==> config.mk <==
export PLATFORM = sky130hd
export DESIGN_NAME = running_stats_weibull_estimator
export DESIGN_NICKNAME = d
export VERILOG_FILES = /design/src/sv/rswe_pkg.sv /design/src/sv/running_stats_weibull_estimator.sv
export SDC_FILE = /design/constraint.sdc
export NUM_CORES = 2
export LEC_CHECK = 0
export BUFFER_PORTS_ARGS = -buffer_cell sky130_fd_sc_hd__buf_2
export CAP_MARGIN = 20
export CORE_MARGIN = 8
export CORE_UTILIZATION = 65
export CTS_BUF_LIST = sky130_fd_sc_hd__clkbuf_4
export DETAILED_ROUTE_END_ITERATION = 8
export GPL_TIMING_DRIVEN = 1
export HOLD_SLACK_MARGIN = 0.08
export MAX_ROUTING_LAYER = met4
export PLACE_DENSITY = 0.83
export SYNTH_ARGS = -nofsm -noshare
export SYNTH_HDL_FRONTEND = slang
export SYNTH_SLANG_ARGS = --single-unit
==> constraint.sdc <==
create_clock -name clk -period 10.4 [get_ports clk]
set_input_delay 2.08 -clock clk [delete_from_list [all_inputs] [get_ports clk]]
set_output_delay 2.08 -clock clk [all_outputs]
set_load 0.1 [all_outputs]
==> src/sv/rswe_pkg.sv <==
// Shared types, constants and sequencer states for the running statistics block.
`default_nettype none

package rswe_pkg;

	// Default configuration
	localparam int DEF_MAX_COUNT    = 65536;
	localparam int DEF_SAMPLE_WIDTH = 24;

	// Fit coefficients, Q0.32
	localparam logic [31:0] K0 = 32'd3348772262;
	localparam logic [31:0] K1 = 32'd2661604708;
	localparam logic [31:0] K2 = 32'd241790814;
	localparam logic [31:0] K3 = 32'd2479122403;
	localparam logic [31:0] K4 = 32'd2816974867;

	// Limits
	localparam logic [24:0] Y_LIMIT  = 25'd256 << 16;
	localparam logic [37:0] Z_LIMIT  = 38'd2 << 16;
	localparam logic [22:0] STD_TOP  = 23'h7FFFFF;
	localparam logic [23:0] ETA_TOP  = 24'hFFFFFF;
	localparam logic [31:0] BETA_TOP = 32'hFFFFFFFF;

	// Iteration counts of the shared units
	localparam logic [5:0] DIV_STEPS  = 6'd63;
	localparam logic [5:0] MUL_STEPS  = 6'd25;
	localparam logic [5:0] ROOT_STEPS = 6'd24;

	// Status codes
	localparam logic [1:0] STAT_OK       = 2'd0;
	localparam logic [1:0] STAT_EMPTY    = 2'd1;
	localparam logic [1:0] STAT_MEAN_NEG = 2'd2;
	localparam logic [1:0] STAT_FLAT     = 2'd3;

	typedef struct packed {
		logic signed [23:0] sample;
		logic               start_req;
		logic               report;
	} item_t;

	typedef struct packed {
		logic [16:0]        count;
		logic signed [23:0] minimum;
		logic signed [23:0] maximum;
		logic signed [23:0] mean;
		logic [22:0]        std_dev;
		logic [31:0]        weibull_beta;
		logic [23:0]        weibull_eta;
		logic [1:0]         status;
		logic               dropped;
	} stats_t;

	typedef enum logic [3:0] {
		ST_IDLE,
		ST_MEAN,
		ST_MS,
		ST_MM,
		ST_ROOT,
		ST_Y,
		ST_KA,
		ST_KB,
		ST_KC,
		ST_BETA,
		ST_K3,
		ST_K4,
		ST_DZ,
		ST_ETA,
		ST_FIN,
		ST_OUT
	} state_t;

endpackage

`default_nettype wire

==> src/sv/running_stats_weibull_estimator.sv <==
// Running mean, spread, extremes and Weibull moment fit over a sample series.
// A request without report is folded into the series as it is taken; the next can follow at once.
// A report request runs a sequencer over a shared restoring divider, shift-add multiplier
// and bit-pair square root; stats_valid rises when the sequence ends, with the input held
// off until the result is taken. Asynchronous active-low reset empties the series and
// idles the sequencer.
`default_nettype none

module running_stats_weibull_estimator
	import rswe_pkg::*;
#(
	parameter int MAX_COUNT    = DEF_MAX_COUNT,
	parameter int SAMPLE_WIDTH = DEF_SAMPLE_WIDTH
) (
	input  wire    clk,
	input  wire    arst_n,
	input  wire    item_valid,
	output logic   item_stall,
	input  item_t  item,
	output logic   stats_valid,
	input  wire    stats_stall,
	output stats_t stats
);

	localparam logic signed [23:0] MIN_RST = 24'((1 << (SAMPLE_WIDTH - 1)) - 1);
	localparam logic signed [23:0] MAX_RST = 24'(-(1 << (SAMPLE_WIDTH - 1)));

	state_t state_q, state_d;

	// Series state; the square sum reaches 2^62 when every sample is the most negative
	logic [16:0]        cnt_q;
	logic signed [39:0] sum_q;
	logic [62:0]        sq_q;
	logic signed [23:0] min_q, max_q;
	logic               ovf_q;

	// Report results and intermediates
	logic signed [23:0] mean_q;
	logic [46:0]        ms_q;
	logic [22:0]        sd_q;
	logic [24:0]        y_q;
	logic [37:0]        z_q;
	logic [32:0]        k3z_q;
	logic [31:0]        beta_q;
	logic [23:0]        eta_q;
	logic [1:0]         status_q;

	// Shared units
	logic [5:0]  step_q;
	logic [62:0] dvd_q;
	logic [37:0] rem_q, dvs_q;
	logic [61:0] mca_q, prod_q;
	logic [24:0] mcb_q;
	logic [46:0] sv_q, sr_q, sb_q;

	// Accumulate one sample
	logic signed [SAMPLE_WIDTH-1:0] x_raw;
	logic signed [23:0]             x;
	logic signed [47:0]             x_sq;
	logic [16:0]                    base_cnt;
	logic signed [39:0]             base_sum;
	logic [62:0]                    base_sq;
	logic signed [23:0]             base_min, base_max;
	logic                           base_ovf, add_ok, accept;

	always_comb begin
		x_raw    = item.sample[SAMPLE_WIDTH-1:0];
		x        = 24'(x_raw);
		x_sq     = x * x;
		base_cnt = item.start_req ? '0 : cnt_q;
		base_sum = item.start_req ? '0 : sum_q;
		base_sq  = item.start_req ? '0 : sq_q;
		base_min = item.start_req ? MIN_RST : min_q;
		base_max = item.start_req ? MAX_RST : max_q;
		base_ovf = item.start_req ? 1'b0 : ovf_q;
		add_ok   = base_cnt < 17'(MAX_COUNT);
		accept   = item_valid && !item_stall;
	end

	// Values taken between unit runs
	logic [39:0] abs_sum;
	logic [23:0] abs_mean;
	logic        mean_pos;
	logic [46:0] var_c;
	logic [22:0] sd_c;
	logic [24:0] y_c;
	logic [36:0] b_c;
	logic [45:0] c_c;
	logic [37:0] z_c;
	logic [31:0] beta_c;
	logic [34:0] pos_c, neg_c, f_c;
	logic [23:0] eta_c;

	always_comb begin
		abs_sum  = sum_q[39] ? 40'(-sum_q) : 40'(sum_q);
		abs_mean = mean_q[23] ? 24'(-mean_q) : 24'(mean_q);
		mean_pos = !mean_q[23] && (mean_q != '0);
		var_c    = (62'(ms_q) > prod_q) ? ms_q - prod_q[46:0] : '0;
		sd_c     = (sr_q > 47'(STD_TOP)) ? STD_TOP : sr_q[22:0];
		y_c      = (dvd_q > 63'(Y_LIMIT)) ? Y_LIMIT : dvd_q[24:0];
		b_c      = 37'(K1) + 37'(prod_q[61:16]);
		c_c      = 46'(K0) + 46'(prod_q[61:16]);
		z_c      = prod_q[53:16];
		beta_c   = (dvd_q > 63'(BETA_TOP)) ? BETA_TOP : dvd_q[31:0];
		pos_c    = (35'd1 << 32) + 35'(k3z_q);
		neg_c    = prod_q[50:16];
		f_c      = pos_c - neg_c;
		eta_c    = (prod_q[61:32] > 30'(ETA_TOP)) ? ETA_TOP : prod_q[55:32];
	end

	// Next state
	always_comb begin
		state_d = state_q;
		unique case (state_q)
			ST_IDLE: if (accept && item.report) state_d = ST_MEAN;
			ST_MEAN: if (step_q == 6'd1) state_d = ST_MS;
			ST_MS:   if (step_q == 6'd1) state_d = ST_MM;
			ST_MM:   if (step_q == 6'd1) state_d = ST_ROOT;
			ST_ROOT: if (step_q == 6'd1) state_d = ST_Y;
			ST_Y: begin
				if (step_q == '0 && !mean_pos) state_d = ST_OUT;
				else if (step_q == 6'd1) state_d = ST_KA;
			end
			ST_KA:   if (step_q == 6'd1) state_d = ST_KB;
			ST_KB:   if (step_q == 6'd1) state_d = ST_KC;
			ST_KC:   if (step_q == 6'd1) state_d = ST_BETA;
			ST_BETA: if (step_q == 6'd1) state_d = ST_K3;
			ST_K3: begin
				if (step_q == '0 && z_q >= Z_LIMIT) state_d = ST_OUT;
				else if (step_q == 6'd1) state_d = ST_K4;
			end
			ST_K4:   if (step_q == 6'd1) state_d = ST_DZ;
			ST_DZ:   if (step_q == 6'd1) state_d = ST_ETA;
			ST_ETA: begin
				if (step_q == '0 && pos_c <= neg_c) state_d = ST_OUT;
				else if (step_q == 6'd1) state_d = ST_FIN;
			end
			ST_FIN:  state_d = ST_OUT;
			ST_OUT:  if (!stats_stall) state_d = ST_IDLE;
			default: state_d = ST_IDLE;
		endcase
	end

	// Handshake outputs
	always_comb begin
		item_stall  = (state_q != ST_IDLE);
		stats_valid = (state_q == ST_OUT);
	end

	always_comb begin
		stats.count        = cnt_q;
		stats.minimum      = min_q;
		stats.maximum      = max_q;
		stats.mean         = mean_q;
		stats.std_dev      = sd_q;
		stats.weibull_beta = beta_q;
		stats.weibull_eta  = eta_q;
		stats.status       = status_q;
		stats.dropped      = ovf_q;
	end

	always_ff @(posedge clk or negedge arst_n) begin
		if (!arst_n) begin
			state_q <= ST_IDLE;
			step_q  <= '0;
			cnt_q   <= '0;
			sum_q   <= '0;
			sq_q    <= '0;
			min_q   <= MIN_RST;
			max_q   <= MAX_RST;
			ovf_q   <= 1'b0;
		end else begin
			state_q <= state_d;
			// Series update
			if (accept) begin
				cnt_q <= add_ok ? base_cnt + 17'd1 : base_cnt;
				sum_q <= add_ok ? base_sum + 40'(x) : base_sum;
				sq_q  <= add_ok ? base_sq + 63'(unsigned'(x_sq)) : base_sq;
				min_q <= (add_ok && x < base_min) ? x : base_min;
				max_q <= (add_ok && x > base_max) ? x : base_max;
				ovf_q <= base_ovf || !add_ok;
			end
			// Step counter: load at the first cycle of a unit run, then count down
			if (step_q != '0) begin
				step_q <= step_q - 6'd1;
			end else if (state_d == state_q) begin
				unique case (state_q)
					ST_MEAN, ST_MS, ST_Y, ST_BETA:                  step_q <= DIV_STEPS;
					ST_MM, ST_KA, ST_KB, ST_KC, ST_K3, ST_K4, ST_DZ,
					ST_ETA:                                         step_q <= MUL_STEPS;
					ST_ROOT:                                        step_q <= ROOT_STEPS;
					default:                                        step_q <= '0;
				endcase
			end
		end
	end

	// Datapath: operand loads, captures and unit steps
	logic [38:0] trial;
	logic        fits;
	logic [46:0] root_try;

	always_comb begin
		trial    = {rem_q, dvd_q[62]};
		fits     = trial >= {1'b0, dvs_q};
		root_try = sr_q + sb_q;
	end

	always_ff @(posedge clk) begin
		if (accept && item.report) begin
			beta_q   <= '0;
			eta_q    <= '0;
			status_q <= STAT_OK;
		end
		if (step_q != '0) begin
			// One step of whichever unit the state owns
			priority case (state_q)
				ST_MEAN, ST_MS, ST_Y, ST_BETA: begin
					rem_q <= fits ? 38'(trial - {1'b0, dvs_q}) : trial[37:0];
					dvd_q <= {dvd_q[61:0], fits};
				end
				ST_ROOT: begin
					if (sv_q >= root_try) begin
						sv_q <= sv_q - root_try;
						sr_q <= (sr_q >> 1) + sb_q;
					end else begin
						sr_q <= sr_q >> 1;
					end
					sb_q <= sb_q >> 2;
				end
				default: begin
					if (mcb_q[0]) prod_q <= prod_q + mca_q;
					mca_q <= mca_q << 1;
					mcb_q <= mcb_q >> 1;
				end
			endcase
		end else begin
			unique case (state_q)
				ST_MEAN: begin
					dvd_q <= 63'(abs_sum);
					dvs_q <= 38'(cnt_q);
					rem_q <= '0;
				end
				ST_MS: begin
					mean_q <= sum_q[39] ? 24'(-dvd_q[23:0]) : dvd_q[23:0];
					dvd_q  <= sq_q;
					dvs_q  <= 38'(cnt_q);
					rem_q  <= '0;
				end
				ST_MM: begin
					ms_q   <= dvd_q[46:0];
					mca_q  <= 62'(abs_mean);
					mcb_q  <= 25'(abs_mean);
					prod_q <= '0;
				end
				ST_ROOT: begin
					sv_q <= var_c;
					sr_q <= '0;
					sb_q <= 47'd1 << 46;
				end
				ST_Y: begin
					sd_q     <= sd_c;
					status_q <= !mean_pos ? STAT_MEAN_NEG :
					            (sd_c == '0) ? STAT_FLAT : STAT_OK;
					dvd_q    <= 63'({sd_c, 16'd0});
					dvs_q    <= 38'(mean_q[22:0]);
					rem_q    <= '0;
				end
				ST_KA: begin
					y_q    <= y_c;
					mca_q  <= 62'(K2);
					mcb_q  <= y_c;
					prod_q <= '0;
				end
				ST_KB: begin
					mca_q  <= 62'(b_c);
					mcb_q  <= y_q;
					prod_q <= '0;
				end
				ST_KC: begin
					mca_q  <= 62'(c_c[45:16]);
					mcb_q  <= y_q;
					prod_q <= '0;
				end
				ST_BETA: begin
					z_q   <= z_c;
					dvd_q <= 63'd1 << 32;
					dvs_q <= z_c;
					rem_q <= '0;
				end
				ST_K3: begin
					beta_q <= beta_c;
					mca_q  <= 62'(K3);
					mcb_q  <= 25'(z_q[16:0]);
					prod_q <= '0;
				end
				ST_K4: begin
					k3z_q  <= prod_q[48:16];
					mca_q  <= 62'(K4);
					mcb_q  <= 25'(z_q[16:0]);
					prod_q <= '0;
				end
				ST_DZ: begin
					mca_q  <= 62'(prod_q[48:16]);
					mcb_q  <= 25'(z_q[16:0]);
					prod_q <= '0;
				end
				ST_ETA: begin
					mca_q  <= 62'(f_c);
					mcb_q  <= 25'(mean_q[22:0]);
					prod_q <= '0;
				end
				ST_FIN: eta_q <= eta_c;
				default: ;
			endcase
		end
	end

endmodule

`default_nettype wire

==> metrics.yaml <==
htreeDepth: 4
ys_types: 85
mostFrequentLayoutCell: "nand2_1"
synth-seq-cells: 833
drive_above_1_share_pct: 14.2
timing.fmax_mhz: 98.4
cts_tree: "built"
nFillCells: 8698
hold_viol_final: 0
syn_area_um2: 77500
worst-endpoint-required_ns: 11.58
io-pin-count: 203
grt_max_degree: 172
status: "finished clean"
max_slew_margin_pct: 25.5
mostFrequentLayoutCells: "nand2_1 (873), inv_1 (868), nor2_1 (687)"
cts_root_buf: "clkbuf_4"
ys_warn_count: 0
worst_setup_path_start_kind: "primary input"
fin_util_pct: 73.6
clk_path_buf_depth: 3
hold_buffers: 0
ff2ff_path_depth: 24
core_area_um2: 118000
rrSetupSlack_ns: 3.36
tightest_slew_ns: 1.12
critPathTopFamily: "adder cells"
grt_overflow_total: 0
ys_seq_area_share_pct: 30.4
cts_sinks: 833
detail_route.vias_per_cell: 6.39
syn-instance-count: 8486
cp_slowest_cell: "fa_1"
synth_top_area_share_pct: 23.1
io_buffers: 202
die_w_um: 361
cpPeakStageDelay_ns: 0.56
cp.depth: 38
place_congestion: 1.06
syn-num-nets: 9652
crit_path_end_kind: "register"
setup_violations: 0
skew_ns: 0.118
via_count: 69200
rsz0062_at_grt: "true"
layout_min_cycle_time_ns: 10.17
grt_usage_pct: 40.4
dr.first_iter.drc_count: 8313
path_max_fanout: 5
worst-path-buf-inv: 7
critical_path_class: "in2reg"
ys_async_sr_fraction_pct: 21.5
whs_path_depth: 2
dp_hpwl_um: 202000
crit_arrival_ns: 11.34
dieArea_um2: 131000
drv_cap: 0
ant_nets: 0
die_y_um: 361
yosys.area.top_type: "edfxtp_1"
synth_area_leaders: "edfxtp_1 (23%), fa_1 (15%), ha_1 (9.2%), dfrtp_1 (5.0%), inv_1 (4.3%)"
avgSynthCellArea_um2: 9.13
routedWlPerCell_um: 24.3
clkSlewWorstSetupHoldPaths_ns: 0.07
drc: 0
rows: 126
min_period_over_period_pct: 97.8
clock_latency_ns: 1.29
antenna_found_initial: 12
synthFlopType: "edfxtp_1"
wirelength_um: 263000
drt-pass1-iter-count: 7
grt_pass1_vias: 68600
grt_pass1_wl_um: 398000
crit_path_frequent_cell: "fa_1"
nets: 10200
cts_buffers: 221
drv_slew: 0
start_util_pct: 65.6
hold_class: "reg2reg"
synth_edf_count: 596
area_growth_pct: 12.2
final cells by class:
type | instances | area (um^2) | share of cell area [%]
Multi-Input combinational cell | 6361 | 49800 | 57.2
Sequential cell | 833 | 23600 | 27.1
Timing Repair Buffer | 761 | 5390 | 6.19
Inverter | 894 | 3400 | 3.91
Clock buffer | 319 | 2390 | 2.75
Tap cell | 1536 | 1920 | 2.21
Clock inverter | 97 | 522 | 0.600
Antenna cell | 19 | 47.5 | 0.0547
per-layer routing:
layer | vias to the layer above | track usage (%) | part of all wire [%]
li1 | 30900 | - | -
met1 | 33000 | 48.0 | 36
met2 | 4199 | 61.7 | 45
met3 | 1056 | 9.85 | 11
met4 | 0 | 25.6 | 7.8
met5 | - | - | 0
cells by family after synthesis:
logic type               synth area share, %
AND/OR/NAND/NOR                         15.4
AO/OA/AOI/OAI                           17.0
buffers and inverters                   6.28
adder cells (fa/ha/maj)                 23.8
flip-flops                              30.4
XOR/XNOR                                6.18
multiplexers                           0.920
per-stage QoR:
stage	setup WS [ns]	hold WS (ns)	cells	cell area, um^2	TNS, ns
4_1_cts	0.133	0.453	10800	86700	0
5_1_grt	-0.0297	0.467	10800	87000	-0.0515
6_report	0.233	0.459	10800	87000	0
3_5_place_dp	-1.11	0.448	10400	83800	-25.74
3_3_place_gp	-0.900	0.440	10400	83800	-19.43
2_1_floorplan	-0.270	0.421	8486	78200	-2.13
worst paths after layout:
kind / start / to
worst max-delay path: item[19] / sq_q[56]$_DFFE_PN0P_
worst min-delay path: eta_q[16]$_DFF_P_ / eta_q[16]$_DFF_P_
worst max register to register: sr_q[0]$_SDFFCE_PP0P_ / sv_q[2]$_DFFE_PP_
worst min register to register: eta_q[16]$_DFF_P_ / eta_q[16]$_DFF_P_
max in group asynchronous: arst_n / sq_q[18]$_DFFE_PN0P_
min in group asynchronous: arst_n / ovf_q$_DFFE_PN0P_
sequential cells by signal (all words and copies together), names as in the netlist, 25 cells and up:
register  flops
dvs_q        38
sv_q         47
ms_q         47
y_q          25
z_q          38
sq_q         63
mca_q        62
beta_q       32
rem_q        38
dvd_q        63
sr_q         47
mcb_q        25
sum_q        40
prod_q       62
k3z_q        33
synthesized netlist by cell type, types with 56 or more instances:
| cell type | number |
|---|---|
| nor2_1 | 710 |
| a21oi_1 | 494 |
| nor2b_1 | 160 |
| xor2_1 | 212 |
| nand4_1 | 110 |
| nand3_1 | 139 |
| or3_1 | 66 |
| fa_1 | 566 |
| and3_1 | 77 |
| mux2i_1 | 69 |
| a221oi_1 | 56 |
| edfxtp_1 | 596 |
| nand2_1 | 885 |
| a31oi_1 | 94 |
| clkbuf_1 | 364 |
| inv_1 | 888 |
| xnor2_1 | 335 |
| and2_1 | 127 |
| o21bai_1 | 71 |
| nor3_1 | 100 |
| a21o_1 | 268 |
| dfrtp_1 | 155 |
| dfxtp_1 | 58 |
| o21a_1 | 63 |
| ha_1 | 570 |
| o21ai_0 | 485 |
worst register-to-register path: stages, from the launching register on:
cell       delay, ns
edfxtp_1        0.44
ha_1            0.24
ha_1            0.21
a21o_1          0.17
a31oi_1         0.27
o21a_1          0.23
o21ai_0         0.12
a31oi_1         0.30
o21a_1          0.22
o21bai_1        0.10
a31oi_1         0.17
nor2b_1         0.08
xnor2_1         0.14
ha_1            0.37
a2111oi_0       0.80
o21a_1          0.23
o31a_1          0.15
o21ai_0         0.09
a21o_1          0.20
o211a_1         0.26
o41a_1          0.42
a41oi_4         0.23
buf_4           0.60
a21oi_4         0.28
buf_4           0.37
timing repair:
item	in CTS	in global routing
resized for setup	0	29
setup endpoints to repair	0	18
buffers inserted	0	10
Power is left out: the tool's default activity adds up to more than one toggle a clock period on the data nets, which glitch-free logic cannot reach.
